### config.mk
export PLATFORM = sky130hd
export DESIGN_NAME = sogi_three_phase_rms_tracker
export DESIGN_NICKNAME = d
export VERILOG_FILES = /design/src/sv/srt_pkg.sv /design/src/sv/sogi_three_phase_rms_tracker.sv
export SDC_FILE = /design/constraint.sdc
export NUM_CORES = 2
export LEC_CHECK = 0
export BUFFER_PORTS_ARGS = -buffer_cell sky130_fd_sc_hd__buf_2
export CAP_MARGIN = 40
export CELL_PAD_IN_SITES_DETAIL_PLACEMENT = 1
export CELL_PAD_IN_SITES_GLOBAL_PLACEMENT = 1
export CORE_MARGIN = 2
export CORE_UTILIZATION = 35
export CTS_CLUSTER_SIZE = 25
export DETAILED_ROUTE_END_ITERATION = 8
export PLACE_DENSITY = 0.62
export SYNTH_ARGS = -nofsm -noshare
export SYNTH_HDL_FRONTEND = slang
export SYNTH_SLANG_ARGS = --single-unit
### constraint.sdc
create_clock -name clk -period 22.7 [get_ports clk]
set_clock_uncertainty 0.05 [all_clocks]
set_input_delay 4.54 -clock clk [delete_from_list [all_inputs] [get_ports clk]]
set_output_delay 4.54 -clock clk [all_outputs]
set_load 0.02 [all_outputs]
### src/sv/srt_pkg.sv
// shared types, constants and helpers for the sogi three-phase rms tracker
package srt_pkg;

  localparam int unsigned DEFAULT_PHASES = 3;
  localparam logic [31:0] TWO_PI_TS_RESET = 32'd2698565;
  localparam logic [32:0] INV_SQRT2_Q32 = 33'd3037000500;
  localparam logic [16:0] RMS_MAX = 17'd32767;
  localparam logic [16:0] FREQ_MIN = 17'd20;
  localparam logic [16:0] FREQ_SUBST = 17'd200;
  localparam logic [34:0] GAIN_DIVISOR = 35'd100;
  localparam int unsigned MUL_W = 33;
  localparam int unsigned DIV_STEPS = 64;
  localparam int unsigned SQRT_STEPS = 32;

  typedef enum logic [3:0] {
    S_IDLE,
    S_GMUL,
    S_GDIV,
    S_KDIV,
    S_ESTEP,
    S_EMUL,
    S_YMUL,
    S_SQY,
    S_SQQ,
    S_SQRT,
    S_K2MUL,
    S_K1MUL,
    S_RMS,
    S_DONE
  } seq_state_t;

  // clamp a 34 bit signed value to signed 32 bit
  function automatic logic [31:0] sat32(input logic signed [33:0] v);
    logic [31:0] res;
    res = v[31:0];
    if (v > 34'sd2147483647) begin
      res = 32'h7fff_ffff;
    end else if (v < -34'sd2147483648) begin
      res = 32'h8000_0000;
    end
    return res;
  endfunction

  // magnitude of a signed 32 bit value, unsigned
  function automatic logic [31:0] mag32(input logic [31:0] v);
    return v[31] ? (~v + 32'd1) : v;
  endfunction

endpackage

### src/sv/sogi_three_phase_rms_tracker.sv
// sogi based per-phase amplitude tracker with lowpass smoothing and rms output
//
// channels: input transactions (three current samples, signed frequency, run)
// on in_valid/in_ready; one result transaction (three rms values) per input on
// out_valid/out_ready; the gain register two_pi_ts is written through
// cfg_valid/cfg_ready, always ready, and must only change while idle.
// all arithmetic runs on shared bit-serial units: a 33x33 shift-add
// multiplier, a restoring divider and a two-bits-per-step square root.
// per item: one multiply and two divides for the loop gain and lowpass
// coefficients, then per phase six multiplies, one square root and the rms
// scaling multiply; most of an item's processing time is spent in the
// multiplier. in_ready is high only while the sequencer is idle, at the
// earliest in the same cycle as out_valid rises, so no new transaction is
// taken while one is still in progress.
// the result sits in an output register, so a new input is accepted while
// the previous result still waits; if the receiver stalls longer than one
// item's processing, the sequencer holds in its final step until the output
// register frees up.
// reset (rst, synchronous) clears all sogi and smoothing state, loads the default gain
module sogi_three_phase_rms_tracker #(
  parameter int unsigned PHASES = srt_pkg::DEFAULT_PHASES
) (
  input  logic        clk,
  input  logic        rst,
  input  logic        cfg_valid,
  output logic        cfg_ready,
  input  logic [31:0] two_pi_ts,
  input  logic        in_valid,
  output logic        in_ready,
  input  logic signed [15:0] phase_a_current,
  input  logic signed [15:0] phase_b_current,
  input  logic signed [15:0] phase_c_current,
  input  logic signed [16:0] out_frequency,
  input  logic        run,
  output logic        out_valid,
  input  logic        out_ready,
  output logic [14:0] phase_a_rms,
  output logic [14:0] phase_b_rms,
  output logic [14:0] phase_c_rms
);

  import srt_pkg::*;

  localparam int unsigned PW = (PHASES > 1) ? $clog2(PHASES) : 1;

  seq_state_t state, state_next;

  logic [31:0] gain_cfg;

  // per-phase state
  logic [31:0] sogi_direct [PHASES];
  logic [31:0] sogi_quad [PHASES];
  logic [31:0] amp_smooth [PHASES];

  // latched transaction
  logic signed [15:0] smp [3];
  logic               run_r;
  logic [PW-1:0]      ph;

  // per-item working registers
  logic [31:0] g;
  logic [31:0] k1;
  logic [32:0] k2;
  logic [31:0] y_w;
  logic [31:0] yq_w;
  logic        e_neg;
  logic [63:0] sumsq;
  logic [31:0] amp;
  logic [63:0] acc;
  logic [14:0] rms_work [3];

  // multiplier
  logic [MUL_W-1:0]   mul_a, mul_b;
  logic [2*MUL_W-1:0] mul_acc;
  logic [5:0]         mul_cnt;
  logic               mul_busy;
  logic               mul_go;
  logic [MUL_W-1:0]   mul_a_in, mul_b_in;

  // divider
  logic [63:0] div_dvd, div_quot;
  logic [34:0] div_rem, div_dvs;
  logic [6:0]  div_cnt;
  logic        div_busy;
  logic        div_go;
  logic [63:0] div_dvd_in;
  logic [34:0] div_dvs_in;
  logic [35:0] div_trial;

  // square root
  logic [63:0] sq_n, sq_r, sq_b, sq_try;
  logic [5:0]  sq_cnt;
  logic        sq_busy;
  logic        sq_go;
  logic [63:0] sq_n_in;
  logic [4:0]  sq_bidx;

  // combinational datapath values
  logic [16:0]        f_mag, f_sel;
  logic [31:0]        g_clamp;
  logic signed [15:0] x_smp;
  logic [31:0]        y_cur, yq_cur, e_val;
  logic signed [33:0] e_full;
  logic [63:0]        prod_signed;
  logic [31:0]        prod_hi;
  logic [31:0]        y_new, yq_new, as_new;
  logic [63:0]        acc_sum;
  logic [64:0]        rms_sum;
  logic [16:0]        rms_raw;
  logic [14:0]        rms_val;
  logic               last_ph;

  assign cfg_ready = 1'b1;
  assign in_ready  = (state == S_IDLE);

  assign mul_busy = (mul_cnt != 6'd0);
  assign div_busy = (div_cnt != 7'd0);
  assign sq_busy  = (sq_cnt != 6'd0);

  // frequency magnitude with the low-speed substitute
  assign f_mag = out_frequency[16] ? 17'(~out_frequency + 17'd1) : 17'(out_frequency);
  assign f_sel = (f_mag < FREQ_MIN) ? FREQ_SUBST : f_mag;

  assign g_clamp = (div_quot[63:32] != 32'd0) ? 32'hffff_ffff : div_quot[31:0];

  always_comb begin
    x_smp = '0;
    for (int k = 0; k < 3; k++) begin
      if (int'(ph) == k) begin
        x_smp = smp[k];
      end
    end
  end

  assign y_cur  = run_r ? sogi_direct[ph] : 32'd0;
  assign yq_cur = run_r ? sogi_quad[ph] : 32'd0;
  assign e_full = ((run_r ? 34'(x_smp) : 34'sd0) <<< 16) - 34'(signed'(y_cur))
                  - 34'(signed'(yq_cur));
  assign e_val  = sat32(e_full);

  // sign-restored product, floor of the division by 2^32
  always_comb begin
    logic neg;
    neg = (state == S_EMUL) ? e_neg : y_w[31];
    prod_signed = neg ? (~mul_acc[63:0] + 64'd1) : mul_acc[63:0];
  end
  assign prod_hi = prod_signed[63:32];
  assign y_new   = sat32(34'(signed'(y_w)) + 34'(signed'(prod_hi)));
  assign yq_new  = sat32(34'(signed'(yq_w)) + 34'(signed'(prod_hi)));

  assign acc_sum = acc + mul_acc[63:0];
  assign as_new  = acc_sum[63:32];

  assign rms_sum = {1'b0, mul_acc[63:0]} + 65'h0_8000_0000_0000;
  assign rms_raw = rms_sum[64:48];
  assign rms_val = (rms_raw > RMS_MAX) ? 15'(RMS_MAX) : rms_raw[14:0];

  assign last_ph = (int'(ph) == PHASES - 1);

  // sequencer
  always_ff @(posedge clk) begin
    if (rst) begin
      state <= S_IDLE;
    end else begin
      state <= state_next;
    end
  end

  always_comb begin
    state_next = state;
    mul_go     = 1'b0;
    mul_a_in   = '0;
    mul_b_in   = '0;
    div_go     = 1'b0;
    div_dvd_in = '0;
    div_dvs_in = '0;
    sq_go      = 1'b0;
    sq_n_in    = '0;
    unique case (state)
      S_IDLE: begin
        if (in_valid) begin
          state_next = S_GMUL;
          mul_go     = 1'b1;
          mul_a_in   = {1'b0, gain_cfg};
          mul_b_in   = MUL_W'(f_sel);
        end
      end
      S_GMUL: begin
        if (!mul_busy) begin
          state_next = S_GDIV;
          div_go     = 1'b1;
          div_dvd_in = mul_acc[63:0];
          div_dvs_in = GAIN_DIVISOR;
        end
      end
      S_GDIV: begin
        if (!div_busy) begin
          state_next = S_KDIV;
          div_go     = 1'b1;
          div_dvd_in = {g_clamp, 32'd0};
          div_dvs_in = {3'b100, g_clamp};
        end
      end
      S_KDIV: begin
        if (!div_busy) begin
          state_next = S_ESTEP;
        end
      end
      S_ESTEP: begin
        state_next = S_EMUL;
        mul_go     = 1'b1;
        mul_a_in   = {1'b0, mag32(e_val)};
        mul_b_in   = {1'b0, g};
      end
      S_EMUL: begin
        if (!mul_busy) begin
          state_next = S_YMUL;
          mul_go     = 1'b1;
          mul_a_in   = {1'b0, mag32(y_new)};
          mul_b_in   = {1'b0, g};
        end
      end
      S_YMUL: begin
        if (!mul_busy) begin
          state_next = S_SQY;
          mul_go     = 1'b1;
          mul_a_in   = {1'b0, mag32(y_w)};
          mul_b_in   = {1'b0, mag32(y_w)};
        end
      end
      S_SQY: begin
        if (!mul_busy) begin
          state_next = S_SQQ;
          mul_go     = 1'b1;
          mul_a_in   = {1'b0, mag32(yq_w)};
          mul_b_in   = {1'b0, mag32(yq_w)};
        end
      end
      S_SQQ: begin
        if (!mul_busy) begin
          state_next = S_SQRT;
          sq_go      = 1'b1;
          sq_n_in    = sumsq + mul_acc[63:0];
        end
      end
      S_SQRT: begin
        if (!sq_busy) begin
          state_next = S_K2MUL;
          mul_go     = 1'b1;
          mul_a_in   = k2;
          mul_b_in   = {1'b0, amp_smooth[ph]};
        end
      end
      S_K2MUL: begin
        if (!mul_busy) begin
          state_next = S_K1MUL;
          mul_go     = 1'b1;
          mul_a_in   = {1'b0, k1};
          mul_b_in   = {1'b0, amp};
        end
      end
      S_K1MUL: begin
        if (!mul_busy) begin
          state_next = S_RMS;
          mul_go     = 1'b1;
          mul_a_in   = {1'b0, as_new};
          mul_b_in   = INV_SQRT2_Q32;
        end
      end
      S_RMS: begin
        if (!mul_busy) begin
          state_next = last_ph ? S_DONE : S_ESTEP;
        end
      end
      S_DONE: begin
        if (!out_valid || out_ready) begin
          state_next = S_IDLE;
        end
      end
      default: state_next = S_IDLE;
    endcase
  end

  // configuration register
  always_ff @(posedge clk) begin
    if (rst) begin
      gain_cfg <= TWO_PI_TS_RESET;
    end else if (cfg_valid && cfg_ready) begin
      gain_cfg <= two_pi_ts;
    end
  end

  // control: unit counters, phase index, output valid, per-phase state
  always_ff @(posedge clk) begin
    if (rst) begin
      mul_cnt   <= '0;
      div_cnt   <= '0;
      sq_cnt    <= '0;
      ph        <= '0;
      out_valid <= 1'b0;
      for (int k = 0; k < PHASES; k++) begin
        sogi_direct[k] <= '0;
        sogi_quad[k]   <= '0;
        amp_smooth[k]  <= '0;
      end
    end else begin
      if (mul_go) begin
        mul_cnt <= 6'(MUL_W);
      end else if (mul_busy) begin
        mul_cnt <= mul_cnt - 6'd1;
      end
      if (div_go) begin
        div_cnt <= 7'(DIV_STEPS);
      end else if (div_busy) begin
        div_cnt <= div_cnt - 7'd1;
      end
      if (sq_go) begin
        sq_cnt <= 6'(SQRT_STEPS);
      end else if (sq_busy) begin
        sq_cnt <= sq_cnt - 6'd1;
      end
      if (state == S_KDIV) begin
        ph <= '0;
      end else if (state == S_RMS && !mul_busy && !last_ph) begin
        ph <= ph + 1'b1;
      end
      if (state == S_EMUL && !mul_busy) begin
        sogi_direct[ph] <= y_new;
      end
      if (state == S_YMUL && !mul_busy) begin
        sogi_quad[ph] <= yq_new;
      end
      if (state == S_K1MUL && !mul_busy) begin
        amp_smooth[ph] <= as_new;
      end
      if (state == S_DONE && (!out_valid || out_ready)) begin
        out_valid <= 1'b1;
      end else if (out_valid && out_ready) begin
        out_valid <= 1'b0;
      end
    end
  end

  // datapath registers
  always_ff @(posedge clk) begin
    if (in_valid && in_ready) begin
      smp[0] <= phase_a_current;
      smp[1] <= phase_b_current;
      smp[2] <= phase_c_current;
      run_r  <= run;
      for (int k = 0; k < 3; k++) begin
        rms_work[k] <= '0;
      end
    end
    if (state == S_GDIV && !div_busy) begin
      g <= g_clamp;
    end
    if (state == S_KDIV && !div_busy) begin
      k1 <= div_quot[31:0];
      k2 <= 33'h1_0000_0000 - {1'b0, div_quot[31:0]};
    end
    if (state == S_ESTEP) begin
      y_w   <= y_cur;
      yq_w  <= yq_cur;
      e_neg <= e_val[31];
    end
    if (state == S_EMUL && !mul_busy) begin
      y_w <= y_new;
    end
    if (state == S_YMUL && !mul_busy) begin
      yq_w <= yq_new;
    end
    if (state == S_SQQ && !mul_busy) begin
      sumsq <= sumsq;
    end
    if (state == S_SQY && !mul_busy) begin
      sumsq <= mul_acc[63:0];
    end
    if (state == S_SQRT && !sq_busy) begin
      amp <= sq_r[31:0];
    end
    if (state == S_K2MUL && !mul_busy) begin
      acc <= mul_acc[63:0];
    end
    if (state == S_RMS && !mul_busy) begin
      for (int k = 0; k < 3; k++) begin
        if (int'(ph) == k) begin
          rms_work[k] <= rms_val;
        end
      end
    end
    if (state == S_DONE && (!out_valid || out_ready)) begin
      phase_a_rms <= rms_work[0];
      phase_b_rms <= rms_work[1];
      phase_c_rms <= rms_work[2];
    end
  end

  // shift-add multiplier, multiplier bits msb first
  always_ff @(posedge clk) begin
    if (mul_go) begin
      mul_a   <= mul_a_in;
      mul_b   <= mul_b_in;
      mul_acc <= '0;
    end else if (mul_busy) begin
      mul_acc <= {mul_acc[2*MUL_W-2:0], 1'b0}
                 + (mul_b[MUL_W-1] ? {{MUL_W{1'b0}}, mul_a} : '0);
      mul_b   <= {mul_b[MUL_W-2:0], 1'b0};
    end
  end

  // restoring divider, one quotient bit a cycle
  assign div_trial = {div_rem, div_dvd[63]};

  always_ff @(posedge clk) begin
    if (div_go) begin
      div_dvd  <= div_dvd_in;
      div_dvs  <= div_dvs_in;
      div_rem  <= '0;
      div_quot <= '0;
    end else if (div_busy) begin
      div_dvd <= {div_dvd[62:0], 1'b0};
      if (div_trial >= {1'b0, div_dvs}) begin
        div_rem  <= 35'(div_trial - {1'b0, div_dvs});
        div_quot <= {div_quot[62:0], 1'b1};
      end else begin
        div_rem  <= div_trial[34:0];
        div_quot <= {div_quot[62:0], 1'b0};
      end
    end
  end

  // square root, two radicand bits a cycle
  assign sq_bidx = 5'(sq_cnt - 6'd1);
  assign sq_b    = 64'd1 << {sq_bidx, 1'b0};
  assign sq_try  = sq_r + sq_b;

  always_ff @(posedge clk) begin
    if (sq_go) begin
      sq_n <= sq_n_in;
      sq_r <= '0;
    end else if (sq_busy) begin
      if (sq_n >= sq_try) begin
        sq_n <= sq_n - sq_try;
        sq_r <= (sq_r >> 1) + sq_b;
      end else begin
        sq_r <= sq_r >> 1;
      end
    end
  end

  // the shared units never overlap
  assert property (@(posedge clk) disable iff (rst)
    $onehot0({mul_busy, div_busy, sq_busy}))
    else $error("arithmetic units busy at the same time");

  // no unit still running when a new transaction may enter
  assert property (@(posedge clk) disable iff (rst)
    in_ready |-> !(mul_busy || div_busy || sq_busy))
    else $error("ready while a unit is busy");

  // leaving the final step always presents a result
  assert property (@(posedge clk) disable iff (rst)
    (state == S_DONE && (!out_valid || out_ready)) |=> out_valid)
    else $error("result not presented after final step");

  // the square root start strobe only fires from the sequencer's issue point
  assert property (@(posedge clk) disable iff (rst)
    sq_go |-> (state == S_SQQ && !mul_busy))
    else $error("square root started out of sequence");

endmodule

# Word-level counts from Yosys, hierarchy flattened
# Memory sizes are Yosys's and may differ from the RTL's. A register that Yosys moved wholly into a read port is not among the register bits.
# Cells that the tools add are included.
word_totals:
  output_inout_bits: 48
  input_bits: 103
  mem_bits_rw: 381
  n_memories: 5
  ff_bits: 837
  elab_cells: 277
mem_list:
  columns: ["name", "words", "word_bits", "rd", "rd_ports_with_merged_regs", "write_ports", "line_no", "text"]
  rows:
  - ["amp_smooth", 3, 32, 1, 1, 3, "sogi_three_phase_rms_tracker.sv:53", "logic [31:0] amp_smooth [PHASES];"]
  - ["sogi_direct", 3, 32, 1, 1, 3, "sogi_three_phase_rms_tracker.sv:51", "logic [31:0] sogi_direct [PHASES];"]
  - ["sogi_quad", 3, 32, 1, 1, 3, "sogi_three_phase_rms_tracker.sv:52", "logic [31:0] sogi_quad [PHASES];"]
  - ["smp", 3, 16, 3, 0, 3, "sogi_three_phase_rms_tracker.sv:56", "logic signed [15:0] smp [3];"]
  - ["rms_work", 3, 15, 3, 3, 3, "sogi_three_phase_rms_tracker.sv:70", "logic [14:0] rms_work [3];"]
classes:
  n_reduce_logical: 42
  magnitude_cmp: 10
  bitwise: 9
  eq_ne: 29
  muxes: 129
  shifts: 1
  addsub: 23
ops:
  columns: ["op", "n"]
  rows:
  - ["32-bit 2-to-1 mux", 30]
  - ["64-bit 2-to-1 mux", 11]
  - ["33-bit case mux with 8 select lines", 1]
  - ["32-bit case mux with 8 select lines", 1]
  - ["64-bit adder", 3]
  - ["33-bit 2-to-1 mux", 4]
  - ["32-bit by 1-bit adder with 32-bit output, second input constant", 4]
  - ["32-bit inverter", 4]
  - ["64-bit case mux with 2 select lines", 1]
  - ["32-bit OR reduction", 3]
  - ["35-bit 2-to-1 mux", 2]
  - ["35-bit case mux with 2 select lines", 1]
  - ["34-bit by 32-bit subtractor with 34-bit output", 2]
  - ["32-bit by 32-bit adder with 33-bit output", 2]
  - ["33-bit by 32-bit > comparator with 1-bit output, second input constant", 2]
  - ["33-bit by 32-bit < comparator with 1-bit output, second input constant", 2]
  - ["64-bit by 48-bit adder with 65-bit output, second input constant", 1]
  - ["63-bit by 64-bit adder with 64-bit output", 1]
  - ["64-bit by 1-bit adder with 64-bit output, second input constant", 1]
  - ["64-bit by 33-bit adder with 64-bit output", 1]
  - ["64-bit greater-or-equal comparator", 1]
  - ["64-bit inverter", 1]
  - ["1-bit by 6-bit left shift with 64-bit output, first input constant", 1]
  - ["64-bit subtractor", 1]
  - ["44 further kinds", 162]

# Logic depth before layout (Yosys ltp)
logic_depth:
  depth_word: 14
  depth_mapped: 35
  depth_no_buf: 34

# Worst setup path after synthesis
# OpenSTA, ideal clock, no wires.
synth_path:
  kind: "register -> register"
  from: "register sq_cnt[0]"
  to: "register sq_n[0], enable pin"
  slack_ns: 11.799
  period_less_slack_ns: 10.901
  setup_time_ns: 0.575
  stages_incl_launch_ff: 29
  arrival_ns: 10.277
  n_path_buf: 2
  required_ns: 22.075
  path_cell_list: "dfxtp_1 inv_1 ha_1 nand2_1 xor2_1 nand2_1 nor2_1 and2_1 ha_1 a31oi_1 a211oi_1 a31oi_1 o31ai_1 a21oi_1 o21a_1 o41a_1 o21bai_1 a31o_2 a41oi_1 xor2_1 ha_1 clkbuf_1 nand4_1 nor2_1 nand3_1 o41ai_1 o21ai_1 clkbuf_1 o21ai_0"
synth_between:
  elab_chain_cells: 6
  word_cells_on_any_way: 8
  classes_between: "add/sub (2); order compare (1); shift (1); reduce/logical (4)"
synth_rtl:
  columns: ["item", "line_no", "text"]
  rows:
  - ["from (decl)", "sogi_three_phase_rms_tracker.sv:92", "logic [5:0] sq_cnt;"]
  - ["from (signal assigned)", "sogi_three_phase_rms_tracker.sv:318", "sq_cnt <= 6'(SQRT_STEPS);"]
  - ["from (signal assigned)", "sogi_three_phase_rms_tracker.sv:320", "sq_cnt <= sq_cnt - 6'd1;"]
  - ["6-bit by 1-bit subtractor with 6-bit output", "sogi_three_phase_rms_tracker.sv:434", "assign sq_bidx = 5'(sq_cnt - 6'd1);"]
  - ["net sq_bidx[0]", "sogi_three_phase_rms_tracker.sv:96", "logic [4:0] sq_bidx;"]
  - ["1-bit by 6-bit left shift with 64-bit output", "sogi_three_phase_rms_tracker.sv:435", "assign sq_b = 64'd1 << {sq_bidx, 1'b0};"]
  - ["64-bit adder", "sogi_three_phase_rms_tracker.sv:436", "assign sq_try = sq_r + sq_b;"]
  - ["64-bit greater-or-equal comparator", "sogi_three_phase_rms_tracker.sv:443", "if (sq_n >= sq_try) begin"]
  - ["2-bit nonzero test (no line)", null, null]
  - ["2-bit AND reduction (no line)", null, null]
  - ["to (signal assigned)", "sogi_three_phase_rms_tracker.sv:440", "sq_n <= sq_n_in;"]
  - ["to (signal assigned)", "sogi_three_phase_rms_tracker.sv:444", "sq_n <= sq_n - sq_try;"]
  - ["to (decl)", "sogi_three_phase_rms_tracker.sv:91", "logic [63:0] sq_n, sq_r, sq_b, sq_try;"]
# The timed path passes the listed nets, and every way through them passes these cells.
# A chain may end at the register's enable or synchronous reset.

==> run_results.csv <==
group,metric,value,unit
outcome,status,"completed",
synth,synth-async-reset-ratio,0,%
floorplan,pin_count,151,
floorplan,rows,177,
pwr,leakagePower,35.69,nW
synth,synth.ff_latch_count,1358,
drt,detail-route-antenna-nets,0,
cells_and_area,final_cell_mix,"edfxtp_1, nand2_1, nor2_1, a21oi_1, o21ai_0",
sta,slew_headroom,11.10,%
cells_and_area,fin_area,93130,um2
placed_design,io_buffers,149,
clock_tree,cts_tree,"yes",
clock_tree,ctsHoldBuffers,0,
sta,fin_tns_setup,0,ns
clock_tree,path_clk_slew,0.06,ns
setup_path,critPathCaptureType,"register",
synth,synth_ff_type,"edfxtp_1",
grt,grt_max_degree,83,
synth,yosysTopAreaCellShare,39.19,%
setup_path,cp-start-kind,"register",
pwr,power.total,0.01546,W
cells_and_area,layout-drive-gt1-share,9.841,%
synth,synth.avg_cell_area,9.843,um2
sta,setup_viol,0,
grt,grt_first_pass_wirelength,486800,um
drt,drtIter0Drc,6797,
setup_path,cpPeakStageDelay,0.85,ns
floorplan,fp.dieArea,238400,um2
synth,synth_top_area_cell,"edfxtp_1",
sta,max_freq,0.09859,GHz
drt,wl_per_cell,28.74,um
sta,slew_viol_final,0,
drt,vias,69190,
placed_design,hpwl,257500,um
clock_tree,postCtsSetupRepairBufs,0,
placed_design,place_area,87190,um2
clock_tree,clock_latency,0.85,ns
clock_tree,cts_root_buf,"clkbuf_16",
floorplan,dieWidth,488.2,um
hold_path,hold_class,"register to register",
synth,synth_warnings,0,
clock_tree,cts.sinks,1358,
synth,synth_area_leaders,"edfxtp_1, dfxtp_1, ha_1",
setup_path,criticalPathCategory,"register to register",
synth,ys_seq_area_share,46.19,%
cells_and_area,syn_to_final_growth,13.48,%
sta,fin_crit_sh,44.68,%
floorplan,core,233000,um2
pwr,cellPowerDensity,166.0,nW/um2
drt,vias_per_cell,5.882,
pwr,vdd_ir_drop_max,0.1242,mV
run,cap_viol_max_count,0,
drt,drc,0,
setup_path,arrival,10.65,ns
grt,grt_pass1_vias,69330,
grt,overflow,0,
synth,synth_cells,8338,
synth,synth-edff-count,1071,
setup_path,crit_top_cell,"buf_4",
placed_design,gp_congestion,1.009,
grt,antenna_found_initial,40,
drt,routed_wl,338100,um
clock_tree,h-tree-depth,4,
setup_path,critPathRequiredTime,23.21,ns
cells_and_area,nets,9042,
clock_tree,cts_buffer_depth,3,
grt,grt_util_all_layers,27.71,%
synth,synth_fp_nets,8915,
synth,synthesis.area,82070,um2
clock_tree,cts-resized-gates,0,
sta,hold_viol_final,0,
sta,tightest_slew,1.333,ns
sta,fin_crit,10.14,ns
floorplan,die_h,488.2,um
setup_path,cp_max_fo,36,
floorplan,initial_core_util,35.23,%
setup_path,slowest_stage,"dfxtp_4",
sta,rsz0062_at_grt,"false",
cells_and_area,final_common_cell,"edfxtp_1",
synth,synth_cell_types,96,
drt,firstDrtPassIters,9,
clock_tree,cts_buffers,164,
[logic make-up (layout without fill, tap and decap cells)]
| family | after synthesis | after routing | synth area share (%) |
|---|---|---|---|
| compound gates | 2307 | 2307 | 17.73 |
| xor+xnor | 571 | 571 | 6.094 |
| buf+inv | 718 | 987 | 3.307 |
| fa+ha+maj | 478 | 478 | 7.486 |
| mux | 201 | 201 | 3.923 |
| other cells | 1 | 25 | 0.004569 |
| simple gates | 2704 | 2704 | 15.27 |
| flops | 1358 | 1358 | 46.19 |
[synthesized netlist by cell type (23+ instances only)]
library cell  count
edfxtp_1       1071
nand2_1         864
nor2_1          842
a21oi_1         710
o21ai_0         554
ha_1            451
clkbuf_1        359
inv_1           308
xnor2_1         300
dfxtp_1         287
xor2_1          271
a21o_1          168
nor3_1          153
and2_1          152
nand3_1         141
a31oi_1         122
mux2i_1         100
mux4_2           96
nand2b_1         88
or3_1            82
nor2b_1          73
a211oi_1         72
o21bai_1         69
nand4_1          66
nor4_1           66
o31ai_1          62
o22ai_1          61
a221o_1          52
and3_1           51
o211ai_1         50
o21a_1           48
a222oi_1         33
buf_1            33
a211o_1          25
a221oi_1         25
a2111oi_0        24
a31o_2           23
fa_1             23
or2_2            23
[worst max-delay path, delay by kind of cell, from the launching register on]
kind	cells	cell delay, ns
AO/OA/AOI/OAI	14	3.61
buffers and inverters	8	2.57
adder cells (fa/ha/maj)	3	1.31
flip-flops	1	0.85
AND/OR/NAND/NOR	3	0.84
multiplexers	1	0.56
[power breakdown]
part           switching, W  internal [W]
logic               0.00577       0.00277
registers          0.000501       0.00355
clock network       0.00119       0.00168
[registers in the layout, indices dropped and copies added, names as in the netlist, 48 cells and up, named ones only]
signal       flops
sumsq           64
sogi_quad      128
sq_n            64
acc             64
div_quot        64
mul_acc         64
amp_smooth     128
sogi_direct    128
div_dvd         64
smp             48
sq_r            64
[area by class of cell]
class	instances	area [um2]
inverter	315	1189
sequential	1358	37910
multi-input combinational	6262	41640
antenna	24	60.06
fill	26050	139800
clock inverter	115	1525
clock buffer	193	4325
timing repair buffer	364	2556
tap	3132	3919
[worst paths after layout]
check	startpoint	endpoint	slack [ns]	cells past startpoint
worst max-delay path	register	mul_a[22]$_DFFE_PP_	12.56	29
worst min-delay path	rms_work[0][12]$_DFFE_PP_	phase_a_rms[12]$_DFFE_PP_	0.37	0
worst max register to register	register	mul_a[22]$_DFFE_PP_	12.56	29
worst min register to register	rms_work[0][12]$_DFFE_PP_	phase_a_rms[12]$_DFFE_PP_	0.37	0
[layer usage]
layer	part of all wire (%)	up-vias	track usage (%)
met2	46	2262	44.14
met3	6.2	531	3.985
met5	0.029	-	0
met1	44	35280	37.45
li1	-	31110	-
met4	4.6	16	12.02
[through the flow]
| step | util [%] | setup WS, ns | hold slack [ns] | cells |
|---|---|---|---|---|
| after global placement | 37.15 | 12.47 | 0.3522 | 11370 |
| final | 39.97 | 12.56 | 0.3653 | 11760 |
| after global routing | 39.97 | 11.98 | 0.3751 | 11760 |
| after detailed placement | 37.43 | 12.63 | 0.3556 | 11430 |
| after floorplan | - | 11.80 | 0.3503 | 8338 |
| after CTS | 39.94 | 12.59 | 0.3679 | 11740 |
Power figures use the tool's default switching activity.
